`src/rtl/core/grc_pkg.sv`:
```
// ----------------------------------------------------------------------------
// grc_pkg
// Shared types, word offsets and helpers for the gpio register controller.
// ----------------------------------------------------------------------------
package grc_pkg;

	localparam int NUM_PINS        = 54;
	localparam int PINS_PER_SELECT = 10;
	localparam int FSEL_WORDS      = 6;
	localparam int FIELD_BITS      = 3;
	localparam int FSEL_BITS       = PINS_PER_SELECT * FIELD_BITS;
	localparam int WORD_BITS       = 32;
	localparam int OFFSET_BITS     = 6;
	localparam int PULL_BITS       = 2;
	localparam int IN_TDATA_BITS   = 96;
	localparam int OUT_TDATA_BITS  = 248;

	localparam logic [FIELD_BITS-1:0] MODE_OUTPUT = 3'd1;

	localparam logic [PULL_BITS-1:0] PULL_DOWN = 2'd1;
	localparam logic [PULL_BITS-1:0] PULL_UP   = 2'd2;

	localparam logic [OFFSET_BITS-1:0] OFF_FSEL0   = 6'd0;
	localparam logic [OFFSET_BITS-1:0] OFF_FSEL1   = 6'd1;
	localparam logic [OFFSET_BITS-1:0] OFF_FSEL2   = 6'd2;
	localparam logic [OFFSET_BITS-1:0] OFF_FSEL3   = 6'd3;
	localparam logic [OFFSET_BITS-1:0] OFF_FSEL4   = 6'd4;
	localparam logic [OFFSET_BITS-1:0] OFF_FSEL5   = 6'd5;
	localparam logic [OFFSET_BITS-1:0] OFF_SET0    = 6'd7;
	localparam logic [OFFSET_BITS-1:0] OFF_SET1    = 6'd8;
	localparam logic [OFFSET_BITS-1:0] OFF_CLR0    = 6'd10;
	localparam logic [OFFSET_BITS-1:0] OFF_CLR1    = 6'd11;
	localparam logic [OFFSET_BITS-1:0] OFF_LEV0    = 6'd13;
	localparam logic [OFFSET_BITS-1:0] OFF_LEV1    = 6'd14;
	localparam logic [OFFSET_BITS-1:0] OFF_PUD     = 6'd37;
	localparam logic [OFFSET_BITS-1:0] OFF_PUDCLK0 = 6'd38;
	localparam logic [OFFSET_BITS-1:0] OFF_PUDCLK1 = 6'd39;

	typedef enum logic {
		ACC_READ  = 1'b0,
		ACC_WRITE = 1'b1
	} grc_kind_t;

	typedef struct packed {
		grc_kind_t               mode;
		logic [OFFSET_BITS-1:0]  word_offset;
		logic [WORD_BITS-1:0]    write_data;
		logic [NUM_PINS-1:0]     pin_inputs;
	} grc_access_t;

	typedef struct packed {
		logic [WORD_BITS-1:0] read_data;
		logic [NUM_PINS-1:0]  drive_level;
		logic [NUM_PINS-1:0]  drive_enable;
		logic [NUM_PINS-1:0]  pull_up_mask;
		logic [NUM_PINS-1:0]  pull_down_mask;
	} grc_result_t;

	// mode fields of select word w that belong to existing pins
	function automatic logic [FSEL_BITS-1:0] fsel_valid(input int unsigned w);
		logic [FSEL_BITS-1:0] m;
		m = '0;
		for (int i = 0; i < PINS_PER_SELECT; i++) begin
			if (w * PINS_PER_SELECT + i < NUM_PINS)
				m[i*FIELD_BITS +: FIELD_BITS] = '1;
		end
		return m;
	endfunction

	// place a 32-bit bank word onto the pin vector
	function automatic logic [NUM_PINS-1:0] bank_bits(input logic bank,
		input logic [WORD_BITS-1:0] data);
		logic [2*WORD_BITS-1:0] wide;
		wide = bank ? {data, {WORD_BITS{1'b0}}} : {{WORD_BITS{1'b0}}, data};
		return wide[NUM_PINS-1:0];
	endfunction

endpackage

```
`src/rtl/core/grc_in_stage.sv`:
```
// ----------------------------------------------------------------------------
// grc_in_stage
// Input register for access beats, released when the register file commits.
// ----------------------------------------------------------------------------
module grc_in_stage (
	input  logic                clk,
	input  logic                arst_n,
	input  logic                in_valid,
	output logic                in_ready,
	input  grc_pkg::grc_access_t in_acc,
	input  logic                advance,
	output logic                valid_s1,
	output grc_pkg::grc_access_t acc_s1
);
	import grc_pkg::*;

	assign in_ready = !valid_s1 || advance;

	always_ff @(posedge clk or negedge arst_n) begin
		if (!arst_n) begin
			valid_s1 <= 1'b0;
		end else if (in_ready) begin
			valid_s1 <= in_valid;
		end
	end

	always_ff @(posedge clk) begin
		if (in_ready && in_valid) begin
			acc_s1 <= in_acc;
		end
	end

endmodule

```
`src/rtl/core/grc_regfile.sv`:
```
// ----------------------------------------------------------------------------
// grc_regfile
// Register state of the controller: decode, masked update and read mux.
// ----------------------------------------------------------------------------
module grc_regfile (
	input  logic                 clk,
	input  logic                 arst_n,
	input  logic                 commit,
	input  grc_pkg::grc_access_t acc,
	output grc_pkg::grc_result_t res
);
	import grc_pkg::*;

	logic [FSEL_BITS-1:0] fsel_q [FSEL_WORDS];
	logic [FSEL_BITS-1:0] fsel_n [FSEL_WORDS];
	logic [NUM_PINS-1:0]  latch_q, latch_n;
	logic [PULL_BITS-1:0] pud_q, pud_n;
	logic [NUM_PINS-1:0]  up_q, up_n;
	logic [NUM_PINS-1:0]  down_q, down_n;
	logic [WORD_BITS-1:0] rd;
	logic [NUM_PINS-1:0]  sel;
	logic [NUM_PINS-1:0]  enable;
	logic [2*WORD_BITS-1:0] pins_wide;
	logic                 wr;

	assign wr        = (acc.mode == ACC_WRITE);
	assign pins_wide = {{(2*WORD_BITS-NUM_PINS){1'b0}}, acc.pin_inputs};

	always_comb begin
		for (int w = 0; w < FSEL_WORDS; w++)
			fsel_n[w] = fsel_q[w];
		latch_n = latch_q;
		pud_n   = pud_q;
		up_n    = up_q;
		down_n  = down_q;
		rd      = '0;
		sel     = bank_bits(acc.word_offset[0] ^ 1'b0, acc.write_data);

		case (acc.word_offset)
			OFF_FSEL0, OFF_FSEL1, OFF_FSEL2, OFF_FSEL3, OFF_FSEL4, OFF_FSEL5: begin
				for (int w = 0; w < FSEL_WORDS; w++) begin
					if (acc.word_offset == OFFSET_BITS'(w)) begin
						if (wr)
							fsel_n[w] = acc.write_data[FSEL_BITS-1:0] & fsel_valid(w);
						else
							rd = {{(WORD_BITS-FSEL_BITS){1'b0}}, fsel_q[w]};
					end
				end
			end
			OFF_SET0, OFF_SET1: begin
				if (wr)
					latch_n = latch_q | bank_bits(acc.word_offset == OFF_SET1,
						acc.write_data);
			end
			OFF_CLR0, OFF_CLR1: begin
				if (wr)
					latch_n = latch_q & ~bank_bits(acc.word_offset == OFF_CLR1,
						acc.write_data);
			end
			OFF_LEV0: begin
				if (!wr)
					rd = pins_wide[WORD_BITS-1:0];
			end
			OFF_LEV1: begin
				if (!wr)
					rd = pins_wide[2*WORD_BITS-1:WORD_BITS];
			end
			OFF_PUD: begin
				if (wr)
					pud_n = acc.write_data[PULL_BITS-1:0];
				else
					rd = {{(WORD_BITS-PULL_BITS){1'b0}}, pud_q};
			end
			OFF_PUDCLK0, OFF_PUDCLK1: begin
				if (wr) begin
					sel    = bank_bits(acc.word_offset == OFF_PUDCLK1, acc.write_data);
					// reserved code and off both clear the selected pins
					up_n   = (up_q & ~sel) | ((pud_q == PULL_UP) ? sel : '0);
					down_n = (down_q & ~sel) | ((pud_q == PULL_DOWN) ? sel : '0);
				end
			end
			default: begin
				rd = '0;
			end
		endcase
	end

	// enables follow the select words after this beat's update
	always_comb begin
		enable = '0;
		for (int w = 0; w < FSEL_WORDS; w++) begin
			for (int i = 0; i < PINS_PER_SELECT; i++) begin
				if (w * PINS_PER_SELECT + i < NUM_PINS)
					enable[w*PINS_PER_SELECT+i] =
						(fsel_n[w][i*FIELD_BITS +: FIELD_BITS] == MODE_OUTPUT);
			end
		end
	end

	assign res.read_data      = rd;
	assign res.drive_level    = latch_n;
	assign res.drive_enable   = enable;
	assign res.pull_up_mask   = up_n;
	assign res.pull_down_mask = down_n;

	always_ff @(posedge clk or negedge arst_n) begin
		if (!arst_n) begin
			for (int w = 0; w < FSEL_WORDS; w++)
				fsel_q[w] <= '0;
			latch_q <= '0;
			pud_q   <= '0;
			up_q    <= '0;
			down_q  <= '0;
		end else if (commit) begin
			for (int w = 0; w < FSEL_WORDS; w++)
				fsel_q[w] <= fsel_n[w];
			latch_q <= latch_n;
			pud_q   <= pud_n;
			up_q    <= up_n;
			down_q  <= down_n;
		end
	end

endmodule

```
`src/rtl/core/grc_out_stage.sv`:
```
// ----------------------------------------------------------------------------
// grc_out_stage
// Result register holding one beat until the downstream side takes it.
// ----------------------------------------------------------------------------
module grc_out_stage (
	input  logic                 clk,
	input  logic                 arst_n,
	input  logic                 in_valid,
	output logic                 in_ready,
	input  grc_pkg::grc_result_t in_res,
	output logic                 out_valid,
	input  logic                 out_ready,
	output grc_pkg::grc_result_t out_res
);
	import grc_pkg::*;

	logic valid_s2;
	grc_result_t res_s2;

	assign in_ready  = !valid_s2 || out_ready;
	assign out_valid = valid_s2;
	assign out_res   = res_s2;

	always_ff @(posedge clk or negedge arst_n) begin
		if (!arst_n) begin
			valid_s2 <= 1'b0;
		end else if (in_ready) begin
			valid_s2 <= in_valid;
		end
	end

	always_ff @(posedge clk) begin
		if (in_ready && in_valid) begin
			res_s2 <= in_res;
		end
	end

endmodule

```
`src/rtl/core/gpio_register_controller_unit.sv`:
```
// ----------------------------------------------------------------------------
// gpio_register_controller_unit
// 54-pin gpio controller behind a word-access stream, one result per access.
// ----------------------------------------------------------------------------
// Each access beat (read or write to one of 15 register words) produces one
// result beat carrying the read data and the pin drive, enable and pull masks
// as they stand after the access. The unit takes one access per clock while
// results are not stalled; each access passes through the input register,
// the single decode-and-update pass and the result register.
// A stalled result holds one further access in the input register.
module gpio_register_controller_unit (
	input  logic                                clk,
	input  logic                                arst_n,
	input  logic                                s_axis_tvalid,
	output logic                                s_axis_tready,
	// word_offset[5:0], write_data[37:6], pin_inputs[91:38], zero fill
	input  logic [grc_pkg::IN_TDATA_BITS-1:0]   s_axis_tdata,
	// mode (0 read, 1 write)
	input  logic [0:0]                          s_axis_tuser,
	output logic                                m_axis_tvalid,
	input  logic                                m_axis_tready,
	// read_data[31:0], drive_level[85:32], drive_enable[139:86],
	// pull_up_mask[193:140], pull_down_mask[247:194]
	output logic [grc_pkg::OUT_TDATA_BITS-1:0]  m_axis_tdata
);
	import grc_pkg::*;

	grc_access_t in_acc, acc_s1;
	grc_result_t res, out_res;
	logic        valid_s1;
	logic        out_ready;
	logic        advance;

	assign in_acc.mode        = grc_kind_t'(s_axis_tuser[0]);
	assign in_acc.word_offset = s_axis_tdata[OFFSET_BITS-1:0];
	assign in_acc.write_data  = s_axis_tdata[OFFSET_BITS +: WORD_BITS];
	assign in_acc.pin_inputs  = s_axis_tdata[OFFSET_BITS+WORD_BITS +: NUM_PINS];

	assign advance = valid_s1 && out_ready;

	grc_in_stage u_in (
		.clk      (clk),
		.arst_n   (arst_n),
		.in_valid (s_axis_tvalid),
		.in_ready (s_axis_tready),
		.in_acc   (in_acc),
		.advance  (advance),
		.valid_s1 (valid_s1),
		.acc_s1   (acc_s1)
	);

	grc_regfile u_regs (
		.clk    (clk),
		.arst_n (arst_n),
		.commit (advance),
		.acc    (acc_s1),
		.res    (res)
	);

	grc_out_stage u_out (
		.clk       (clk),
		.arst_n    (arst_n),
		.in_valid  (valid_s1),
		.in_ready  (out_ready),
		.in_res    (res),
		.out_valid (m_axis_tvalid),
		.out_ready (m_axis_tready),
		.out_res   (out_res)
	);

	assign m_axis_tdata = {out_res.pull_down_mask, out_res.pull_up_mask,
		out_res.drive_enable, out_res.drive_level, out_res.read_data};

endmodule
```
`config.mk`:
```
export PLATFORM = sky130hd
export DESIGN_NAME = gpio_register_controller_unit
export DESIGN_NICKNAME = d
export VERILOG_FILES = /design/src/rtl/core/grc_pkg.sv /design/src/rtl/core/grc_in_stage.sv /design/src/rtl/core/grc_regfile.sv /design/src/rtl/core/grc_out_stage.sv /design/src/rtl/core/gpio_register_controller_unit.sv
export SDC_FILE = /design/constraint.sdc
export NUM_CORES = 1
export LEC_CHECK = 0
export BUFFER_PORTS_ARGS = -buffer_cell sky130_fd_sc_hd__buf_4
export CORE_MARGIN = 4
export CORE_UTILIZATION = 35
export CTS_CLUSTER_SIZE = 8
export DETAILED_ROUTE_END_ITERATION = 8
export PLACE_DENSITY = 0.62
export SLEW_MARGIN = 20
export SYNTH_ARGS = -nofsm -noshare
export SYNTH_HDL_FRONTEND = slang
export SYNTH_SLANG_ARGS = --single-unit
```
`constraint.sdc`:
```
create_clock -name clk -period 19 [get_ports clk]
set_clock_uncertainty 0.2 [all_clocks]
set_input_delay 2.85 -clock clk [delete_from_list [all_inputs] [get_ports clk]]
set_output_delay 2.85 -clock clk [all_outputs]
set_load 0.01 [all_outputs]
```
==> impl_metrics.json <==
{
  "cts_inserted_buffers": 94,
  "synth_seq_cells": 669,
  "tritoncts": "built",
  "grt_pass1_vias": 19962,
  "path_common_cell": "buf_4",
  "drive_above_1_share_pct": 35.8,
  "area_delta_synth_final_pct": 22.7,
  "required_ps": 15950,
  "crit_arrival_ps": 3340,
  "final.period_utilization_pct": 33.6,
  "cts-root-buf": "clkbuf_16",
  "yosys_warnings": 0,
  "register_area_um2": 18400,
  "max_freq_mhz": 157,
  "drv_cap": 0,
  "max_stage_delay_ps": 200,
  "setup_tns_ps": 0,
  "hold_class": "reg -> reg",
  "routed_via_density": 5.43,
  "endpoint_kind": "output pin",
  "htree_levels": 3,
  "cts_resized": 0,
  "yosysMostFrequentCell": "edfxtp_1",
  "synth-main-ff-cell": "edfxtp_1",
  "clk_latency_ps": 630,
  "hold_depth": 1,
  "layout_setup_ws_ps": 12610,
  "clk_path_buf_depth": 3,
  "synth_top_area_cell": "edfxtp_1",
  "nFillCells": 7140,
  "synth_area_per_cell_um2": 13.7,
  "synthesis.area_um2": 28200,
  "leakage_nw": 14.2,
  "post_cts_buffers": 0,
  "status": "completed",
  "io_pins": 351,
  "die_x_um": 292,
  "routed_wl_um": 85000,
  "reg2reg_setup_slack_ps": 15290,
  "relSlewSlack_pct": 26.8,
  "final_nets": 2470,
  "antenna_found_initial": 3,
  "crit_family": "buffers and inverters",
  "drc": 0,
  "path_depth": 3,
  "multi_input_area_um2": 9110,
  "hold_violations": 0,
  "ys_top_cells_by_count": "edfxtp_1 (341), dfrtp_1 (328), mux2_2 (322)",
  "yosysSeqAreaShare_pct": 65.3,
  "path_buf_inv": 2,
  "grt_pass1_wl_um": 126000,
  "grt_usage_pct": 19.4,
  "critPathMaxFanout": 3,
  "worstMarginPinSlew_ps": 1100,
  "wl_per_cell_um": 24.3,
  "rows": 103,
  "dp.final_hpwl_um": 56100,
  "place_ws_ps": 12630,
  "cts_hold_buf": 0,
  "initial_core_util_pct": 35.5,
  "irDropWorstVdd_mv": 0.0748,
  "fin_crit_ps": 6390,
  "core_region_area_um2": 79500,
  "synth_top_area_share_pct": 36.3,
  "powerDensity_nw_per_um2": 103,
  "rsz0062_at_grt": "no",
  "r2r_cells": 5,
  "synth_fp_nets": 2159,
  "syn_inst": 2058,
  "crit_chain": "buf_4 > nand3b_1 > buf_4",
  "dr_total_vias": 18980,
  "final-max-slew-violation-count": 0,
  "startpoint_type": "primary input",
  "grt_start_max_net_pins": 186,
  "io_buffers": 346,
  "ant_nets": 0,
  "crit_type": "in -> out",
  "routabilityCongestion": 0.806,
  "setup_viol": 0,
  "clock_sinks": 669,
  "drt_iter0_markers": 1414,
  "synth_cell_types": 62,
  "crit_path_top_delay_cell": "nand3b_1",
  "synth-edff-count": 341,
  "firstDrtPassIters": 5,
  "dieArea_um2": 85300,
  "async_reset_ff_share_pct": 49.0,
  "path_clk_slew_ps": 50,
  "die_h_um": 292,
  "yosys-top-cells-area": "edfxtp_1 (36%), dfrtp_1 (29%), mux2_2 (13%)",
  "grt_overflow": 0
}
-- through the flow --
step	power (mW)	area, µm²	util, %	instances	hold slack [ps]
final	3.57	34600	43.6	3496	290
after global routing	3.71	34600	43.6	3495	309
after CTS	3.62	34600	43.5	3492	291
after detailed placement	2.02	31800	40.0	3321	278
after global placement	2.01	31800	40.0	3321	274
after floorplan	1.87	28200	-	2058	261
-- cells in the final DEF (no fill, tap or decap), drive strengths merged, types with 3 or more instances in the layout --
cell type	synthesis	layout
clkinv	0	4
inv	2	4
buf	56	384
mux2i	3	3
edfxtp	341	341
mux2	342	342
o211ai	8	8
o21ai	243	243
or3	3	3
o32a	3	3
clkbuf	113	164
a21oi	7	7
a41oi	6	6
a21o	3	3
mux4	27	27
nor2b	7	7
and3	3	3
dfrtp	328	328
nor3	29	29
o22a	21	21
nor4	4	4
nor2	175	175
nand3	91	91
and2	7	7
nand4	22	22
nand2	81	81
nand2b	8	8
a22oi	20	20
a31oi	64	64
a222oi	8	8
o221ai	7	7
-- power by group --
group	internal, mW	total [mW]	switching, mW	leakage [nW]
clock	0.959	1.58	0.622	1.33
sequential	1.64	1.71	0.0692	7.88
combinational	0.116	0.285	0.169	4.98
-- per-layer routing --
| metal | GRT usage, % | wire (µm) |
|---|---|---|
| met1 | 25.2 | 35100 |
| met5 | 0 | 0 |
| met4 | 8.24 | 3160 |
| met2 | 31.9 | 41000 |
| met3 | 3.85 | 5710 |
-- final timing paths --
kind | from | end
hold reg to reg | u_regs.latch_q[11] | u_regs.latch_q[11]
setup / recovery | m_axis_tready | s_axis_tready
setup reg to reg | u_in.acc_s1[92] | u_regs.fsel_q[49]
min in group asynchronous | arst_n | u_regs.fsel_q[48]
max in group asynchronous | arst_n | u_regs.latch_q[23]
hold / removal | u_regs.latch_q[11] | u_regs.latch_q[11]
-- cell type report --
class                           count  share of cell area [%]
Clock buffer                      164                    7.70
Clock inverter                      7                   0.358
Sequential cell                   669                    53.2
Inverter                            2                  0.0433
Timing Repair Buffer              384                    8.55
Antenna cell                        2                  0.0144
Multi-Input combinational cell   1218                    26.3
Tap cell                         1050                    3.79
-- sequential cells by signal, indices dropped and copies added (netlist names) --
signal / flops
u_out.out_res: 248
u_regs.fsel_q: 162
u_in.acc_s1: 93
u_regs.down_q: 54
u_regs.latch_q: 54
u_regs.up_q: 54
u_regs.pud_q: 2
u_in.valid_s1: 1
u_out.out_valid: 1
-- logic make-up (layout without fill, tap and decap cells) --
kind of cell | Yosys count | in the layout | synth area share, %
other | 0 | 2 | 0
and+or+nand+nor | 442 | 442 | 7.37
muxes | 372 | 372 | 15.9
adders and majority gates | 1 | 1 | 0.0355
AOI/OAI and AO/OA | 403 | 403 | 8.68
buffers and inverters | 171 | 557 | 2.63
DFF | 669 | 669 | 65.3
-- worst register-to-register path, stage by stage (launching register included) --
cell	delay, ps
edfxtp_1	370
buf_12	470
nand3_1	900
nor3_4	800
buf_4	440
mux2_2	400
Power figures use the tool's default switching activity.
